### src/rtl/arot_pkg.sv
// Package for the axis rotation core: payload types and constants.
package arot_pkg;
   localparam int unsigned TrigFrac = 30;
   localparam int unsigned AngleW = 26;
   localparam logic signed [31:0] TrigOne = 32'sh4000_0000;
   localparam logic signed [31:0] CordicGain = 32'sh26DD_3B6A;
   localparam logic [24:0] Deg2Rad = 25'd18740330;
   localparam logic signed [31:0] Full = 32'sd23592960;
   localparam logic signed [31:0] Half = 32'sd11796480;
   localparam logic signed [31:0] Quarter = 32'sd5898240;

   localparam logic [2:0] RegAxis = 3'd0;
   localparam logic [2:0] RegAngle = 3'd1;
   localparam logic [2:0] RegCx = 3'd2;
   localparam logic [2:0] RegCy = 3'd3;
   localparam logic [2:0] RegCz = 3'd4;

   localparam logic [1:0] AxisX = 2'd0;
   localparam logic [1:0] AxisY = 2'd1;
   localparam logic [1:0] AxisZ = 2'd2;

   typedef struct packed {
      logic signed [31:0] rel_x;
      logic signed [31:0] rel_y;
      logic signed [31:0] rel_z;
   } req_type;

   typedef struct packed {
      logic signed [31:0] rot_x;
      logic signed [31:0] rot_y;
      logic signed [31:0] rot_z;
      logic signed [31:0] abs_x;
      logic signed [31:0] abs_y;
      logic signed [31:0] abs_z;
   } rsp_type;

   function automatic logic signed [31:0] atan_q30(input logic [4:0] i);
      logic signed [31:0] r;
      case (i)
         5'd0: r = 32'sd843314857;
         5'd1: r = 32'sd497837829;
         5'd2: r = 32'sd263043837;
         5'd3: r = 32'sd133525159;
         5'd4: r = 32'sd67021687;
         5'd5: r = 32'sd33543516;
         5'd6: r = 32'sd16775851;
         5'd7: r = 32'sd8388437;
         5'd8: r = 32'sd4194283;
         5'd9: r = 32'sd2097149;
         default: r = 32'sd1 <<< (5'd30 - i);
      endcase
      return r;
   endfunction

   function automatic logic signed [31:0] sat32(input logic signed [33:0] v);
      logic signed [31:0] r;
      if (v > 34'sh0_7FFF_FFFF) r = 32'sh7FFF_FFFF;
      else if (v < -34'sh0_8000_0000) r = 32'sh8000_0000;
      else r = v[31:0];
      return r;
   endfunction
endpackage

### src/rtl/arot_trig.sv
// Sequential CORDIC unit: angle in degrees to sine and cosine in Q2.30.
module arot_trig #(
   parameter int unsigned CORDIC_ITERATIONS = 24
) (
   input  logic                clock,
   input  logic                reset,
   input  logic                load,
   input  logic signed [25:0]  angle,
   output logic signed [31:0]  sine,
   output logic signed [31:0]  cosine,
   output logic                busy
);
   import arot_pkg::*;

   localparam int unsigned Iters = (CORDIC_ITERATIONS < 31) ? CORDIC_ITERATIONS : 31;

   typedef enum logic [2:0] {S_IDLE, S_MOD, S_FOLD, S_RAD, S_ITER, S_DONE} state_type;

   state_type state_ff;
   logic signed [31:0] r_ff;
   logic flip_ff, neg_ff;
   logic signed [34:0] x_ff, y_ff, z_ff;
   logic [4:0] i_ff;
   logic signed [31:0] sine_ff, cosine_ff;
   logic [56:0] prod;
   logic signed [34:0] xs, ys, at, cx, cy;

   assign prod = 57'(r_ff[31:0]) * 57'(Deg2Rad);
   assign xs = x_ff >>> i_ff;
   assign ys = y_ff >>> i_ff;
   assign at = 35'(atan_q30(i_ff));
   assign cx = (x_ff > 35'(TrigOne)) ? 35'(TrigOne) : x_ff;
   assign cy = (y_ff > 35'(TrigOne)) ? 35'(TrigOne) :
               (y_ff < -35'(TrigOne)) ? -35'(TrigOne) : y_ff;

   always_ff @(posedge clock) begin
      if (reset) begin
         state_ff  <= S_IDLE;
         sine_ff   <= '0;
         cosine_ff <= TrigOne;
      end else if (load) begin
         // a new angle always restarts the run
         r_ff <= 32'(angle);
         state_ff <= S_MOD;
      end else begin
         case (state_ff)
            S_IDLE: state_ff <= S_IDLE;
            S_MOD: begin
               // |angle| < 512 degrees (26-bit input), so at most one step down, or up to two steps up
               if (r_ff >= Full) r_ff <= r_ff - Full;
               else if (r_ff <= -Full) r_ff <= r_ff + Full;
               else if (r_ff < 0) r_ff <= r_ff + Full;
               else state_ff <= S_FOLD;
            end
            S_FOLD: begin
               logic signed [31:0] t;
               logic f;
               t = (r_ff > Half) ? r_ff - Full : r_ff;
               f = 1'b0;
               if (t > Quarter) begin t = Half - t; f = 1'b1; end
               else if (t < -Quarter) begin t = -Half - t; f = 1'b1; end
               flip_ff <= f;
               neg_ff <= t < 0;
               r_ff <= (t < 0) ? -t : t;
               state_ff <= S_RAD;
            end
            S_RAD: begin
               z_ff <= 35'((prod + 57'd32768) >> 16);
               x_ff <= 35'(CordicGain);
               y_ff <= '0;
               i_ff <= '0;
               state_ff <= (Iters == 0) ? S_DONE : S_ITER;
            end
            S_ITER: begin
               if (z_ff >= 0) begin
                  x_ff <= x_ff - ys; y_ff <= y_ff + xs; z_ff <= z_ff - at;
               end else begin
                  x_ff <= x_ff + ys; y_ff <= y_ff - xs; z_ff <= z_ff + at;
               end
               i_ff <= i_ff + 5'd1;
               if (i_ff == 5'(Iters - 1)) state_ff <= S_DONE;
            end
            S_DONE: begin
               cosine_ff <= flip_ff ? -cx[31:0] : cx[31:0];
               sine_ff <= neg_ff ? -cy[31:0] : cy[31:0];
               state_ff <= S_IDLE;
            end
            default: state_ff <= S_IDLE;
         endcase
      end
   end

   assign sine = sine_ff;
   assign cosine = cosine_ff;
   assign busy = state_ff != S_IDLE;
endmodule

### config.mk
export PLATFORM = sky130hd
export DESIGN_NAME = arot_trig
export DESIGN_NICKNAME = d
export VERILOG_FILES = /design/src/rtl/arot_pkg.sv /design/src/rtl/arot_trig.sv
export SDC_FILE = /design/constraint.sdc
export NUM_CORES = 2
export LEC_CHECK = 0
export BUFFER_PORTS_ARGS = -buffer_cell sky130_fd_sc_hd__buf_2
export CORE_UTILIZATION = 60
export DETAILED_ROUTE_END_ITERATION = 6
export PLACE_DENSITY = 0.77
export SLEW_MARGIN = 20
export SYNTH_ARGS = -nofsm -noshare
export SYNTH_HDL_FRONTEND = slang
export SYNTH_SLANG_ARGS = --single-unit
### constraint.sdc
create_clock -name clock -period 21.7 [get_ports clock]
set_clock_uncertainty 0.1 [all_clocks]
set_input_delay 2.17 -clock clock [delete_from_list [all_inputs] [get_ports clock]]
set_output_delay 2.17 -clock clock [all_outputs]
set_load 0.01 [all_outputs]
* Word level (Yosys, flattened, before mapping)
Cells that the tools add are included.
** Storage, ports and cells
- Logic and storage cells :: 111
- Bits of input ports :: 29
- Output and inout port bits :: 65
- Register bits :: 211
** Operators by class
- $mul :: 1
- Magnitude comparators :: 11
- Equality and inequality tests :: 24
- Reduce and logical (&&, ||, !) cells :: 11
- Shifts and indexed selects :: 3
- Bitwise logic cells :: 2
- Add/subtract/negate cells :: 16
- Multiplexer cells :: 32
** Operators by type and width (number)
- 2-to-1 mux 32 bit :: 16
- one-hot mux 32 bit (10 select lines) :: 1
- one-hot mux 35 bit (2 select lines) :: 3
- 2-to-1 mux 35 bit :: 3
- negator 32 bit :: 3
- adder 35 bit :: 2
- greater-than comparator 35 x 32 -> 1 bit (second input constant) :: 2
- >>> shifter 35 x 5 -> 35 bit :: 2
- subtractor 35 bit :: 2
- < comparator 32 x 1 -> 1 bit (second input constant) :: 2
- one-hot mux 32 bit (2 select lines) :: 1
- subtractor 25 x 32 -> 32 bit (first input constant) :: 2
- adder 51 x 16 -> 51 bit (second input constant) :: 1
- multiplier 32 x 24 -> 50 bit (second input constant) :: 1
- adder 35 x 32 -> 35 bit :: 1
- greater-or-equal comparator 35 x 1 -> 1 bit (second input constant) :: 1
- < comparator 35 x 31 -> 1 bit (second input constant) :: 1
- subtractor 35 x 32 -> 35 bit :: 1
- adder 32 x 26 -> 32 bit (second input constant) :: 1
- greater-or-equal comparator 32 x 26 -> 1 bit (second input constant) :: 1
- greater-than comparator 32 x 24 -> 1 bit (second input constant) :: 1
- greater-than comparator 32 x 25 -> 1 bit (second input constant) :: 1
- less-or-equal comparator 32 x 26 -> 1 bit (second input constant) :: 1
- < comparator 32 x 24 -> 1 bit (second input constant) :: 1
- 27 further kinds :: 49

* Longest topological paths before layout
- Depth in word-level cells :: 12
- Gate-level depth with buffers :: 32
- Depth with buffers taken out :: 28

* Worst setup path before layout
Ideal clock, no wire load.
- Path type :: input -> register
- From :: input port reset
- To :: register i_ff[0], enable pin
- Slack :: 10806 ps
- Library setup time :: 714 ps
- Stages :: 3
- Buffers on the path :: 2
- Data required time :: 20886 ps
- Arrival :: 10080 ps
- Cell sequence :: clkbuf_1 -> clkbuf_1 -> nor3_1
** On the way
- Cells in the longest elaborated chain, start to end :: 2
** RTL lines
- from (decl) :: line arot_trig.sv:6 : input logic reset,
- NOT 1 bit (no line)
- AND reduction 3 bit (no line)
- to (signal assigned) :: line arot_trig.sv:80 : i_ff <= i_ff + 5'd1;
- to (decl) :: line arot_trig.sv:23 : logic [4:0] i_ff;
No other way between the ends.
A chain may end at the register's enable or synchronous reset.

* Final worst setup path
- From :: register r_ff[24]
- To :: register z_ff[34] (data pin)
** On the way
- Cells in the longest elaborated chain, start to end :: 3
** RTL lines
- from (decl) :: line arot_trig.sv:20 : logic signed [31:0] r_ff;
- from (signal assigned) :: line arot_trig.sv:43 : r_ff <= 32'(angle);
- from (signal assigned) :: line arot_trig.sv:50 : if (r_ff >= Full) r_ff <= r_ff - Full;
- from (signal assigned) :: line arot_trig.sv:51 : else if (r_ff <= -Full) r_ff <= r_ff + Full;
- multiplier 32 x 24 -> 50 bit :: line arot_trig.sv:28 : assign prod = 57'(r_ff[31:0]) * 57'(Deg2Rad);
- adder 51 x 16 -> 51 bit :: line arot_trig.sv:68 : z_ff <= 35'((prod + 57'd32768) >> 16);
- one-hot mux 35 bit (2 select lines) :: line arot_trig.sv:46 : case (state_ff)
- to (signal assigned) :: line arot_trig.sv:68
- to (signal assigned) :: line arot_trig.sv:76 : x_ff <= x_ff - ys; y_ff <= y_ff + xs; z_ff <= z_ff - at;
- to (signal assigned) :: line arot_trig.sv:78 : x_ff <= x_ff + ys; y_ff <= y_ff - xs; z_ff <= z_ff + at;
- to (decl) :: line arot_trig.sv:22 : logic signed [34:0] x_ff, y_ff, z_ff;
No other way between the ends.

==> results.yml <==
floorplan:
  dieArea_um2: 67000
  start_util_pct: 61.1
  std_cell_rows: 93
  core_um2: 64800
  die_y_um: 259
  io-pin-count: 94
  die_w_um: 259
yosys:
  synth_compound_gate_area_share_pct: 16.7
  synth_most_common_cell: "inv_1"
  synthDistinctLibCells: 117
  synthFlopType: "edfxtp_1"
  synth_xor_area_share_pct: 8.45
  synthCells: 4543
  synthTopCellsByCount: "inv_1 (578), ha_1 (392), nand2_1 (362), fa_1 (344), nor2_1 (305)"
  synthMuxAreaShare_pct: 7.85
  synth_simple_gate_area_share_pct: 15.2
  synth-seq-cells: 211
  syn-num-nets: 5308
  yosysSeqAreaShare_pct: 14.3
  netlist_area_um2: 39600
  synth-adder-area-share_pct: 29.8
  synth_edf_count: 144
  synth_top_family_by_area: "adder cells"
  syn_avg_cell_area_um2: 8.71
  synth_area_leader_cell: "fa_1"
  async_flop_share_pct: 0
  netlist.area_leader.share_pct: 17.4
  netlist_top_cells_area: "fa_1 (17%), ha_1 (12%), edfxtp_1 (11%)"
  ys_warn_count: 0
clock_network:
  cts-resized-gates: 0
  htree_levels: 1
  clock-sinks: 211
  holdBufCountCts: 0
  clkTransAtPathRegs_ns: 0.06
  cts-root-buf: "clkbuf_16"
  cts_setup_buffers: 0
  clk_latency_ns: 0.61
  cts_tree: "built"
  cts_buffer_depth: 3
  numCtsBuffers: 27
timing:
  fmax_mhz: 106
  fin_crit_sh_pct: 43.3
  hold_slack_ns: 0.348
  rsz0062_at_grt: "no"
  slew_viol_final: 0
  finalSetupViolCount: 0
  hold_violations: 0
  min_period_ns: 9.39
  tightest_slew_ns: 1.23
  max_slew_margin_pct: 17.3
  fin_tns_setup_ns: 0
routing:
  vias_per_cell: 6.38
  wl_mm: 119
  drc: 0
  first_pass_iters: 7
  vias: 34400
  post_drt_wl_per_cell_um: 22.1
  drt_iter0_markers: 3393
  antenna_left: 0
job:
  maxCapViolations: 0
setup_path:
  critPathMostFrequentCell: "inv_1"
  worst-setup-path-type: "register to register"
  rrSetupSlack_ns: 12.31
  crit_arrival_ns: 9.61
  startpoint_type: "register"
  cp_slowest_cell: "edfxtp_1"
  worstSetupEndpointType: "register"
  max_stage_delay_ns: 0.75
  cp.required_ns: 21.92
  cp_max_fo: 15
finish:
  fin_area_um2: 41500
  diodes: 0
  register_area_um2: 5670
  drive_above_1_share_pct: 8.45
  final_util_pct: 64.0
  fillers: 5619
  syn_to_final_growth_pct: 4.83
  multi_input_area_um2: 30900
  fin_nets: 5276
global_route:
  first_global_vias: 34100
  grt_max_degree: 73
  grt_use_total_pct: 35.7
  overflow: 0
  antenna_found_initial: 0
  grt_pass1_wl_mm: 188
hold_path:
  hold_path_class: "register to register"
place:
  gp_congestion: 1.02
  port_buffers: 93
  post_dp_cell_area_um2: 40600
  hpwl_mm: 94.4
outcome:
  status: "completed"
[path summary, 6_finish.rpt]
path | start | endpoint | cells past startpoint
min | sine[17] | sine[17] | 2
min reg2reg | sine[17] | sine[17] | 2
max | r_ff[24] | z_ff[34] | 28
max reg2reg | r_ff[24] | z_ff[34] | 28
[state kept, by name, indices dropped and copies added, names as in the netlist]
register	flops
neg_ff	1
r_ff	32
sine	32
cosine	32
flip_ff	1
z_ff	35
state_ff	3
y_ff	35
x_ff	35
i_ff	5
[worst max-delay path: cells and delay by family (launching register included)]
family	cells	cell delay, ns
buf+inv	7	0.98
xor+xnor	2	0.30
mux	1	0.08
simple gates	7	2.56
fa+ha+maj	8	3.68
compound gates	3	0.64
flops	1	0.75
[cells in the final DEF (no fill, tap or decap), types with 52 or more instances in the layout]
cell and count:
inv_1 577, buf_2 93, mux2i_1 52, ha_1 392, a21oi_1 260, dfxtp_1 67
a21o_1 55, mux4_2 97, nand2_1 362, nor3_1 82, edfxtp_1 144, fa_1 344
nor2_1 304, o21ai_0 253, xnor2_1 253, xor2_1 129, nand3_1 106
[kinds of logic after synthesis]
kind of cell,Yosys count
AO/OA/AOI/OAI,1025
flip-flops,211
adder cells (fa/ha/maj),736
XOR/XNOR,382
multiplexers,181
buffers and inverters,781
AND/OR/NAND/NOR,1227
[per-stage QoR]
step	worst slack, ns	cells
after floorplan	10.81	4543
after global placement	12.49	5337
after detailed placement	12.39	5337
after CTS	12.38	5386
after global routing	11.83	5386
final	12.31	5386
[layout make-up]
type | count | area share [%]
clock buffer | 36 | 1.84
clock inverter | 13 | 0.262
inverter | 588 | 5.32
multi-input combinational | 3551 | 74.5
sequential | 211 | 13.7
tap | 855 | 2.58
timing repair buffer | 132 | 1.83
[metal layers]
metal / GRT usage (%) / share of wire, % / vias up / routed length [um]
li1: - / - / 15800 / -
met1: 42.0 / 37 / 16600 / 44400
met2: 62.8 / 49 / 1568 / 58700
met3: 4.28 / 6.4 / 417 / 7560
met4: 20.3 / 6.8 / 0 / 8030
met5: 0 / 0 / - / 0
Power is left out: the tool's default activity adds up to more than one toggle a clock period on the data nets, which glitch-free logic cannot reach.
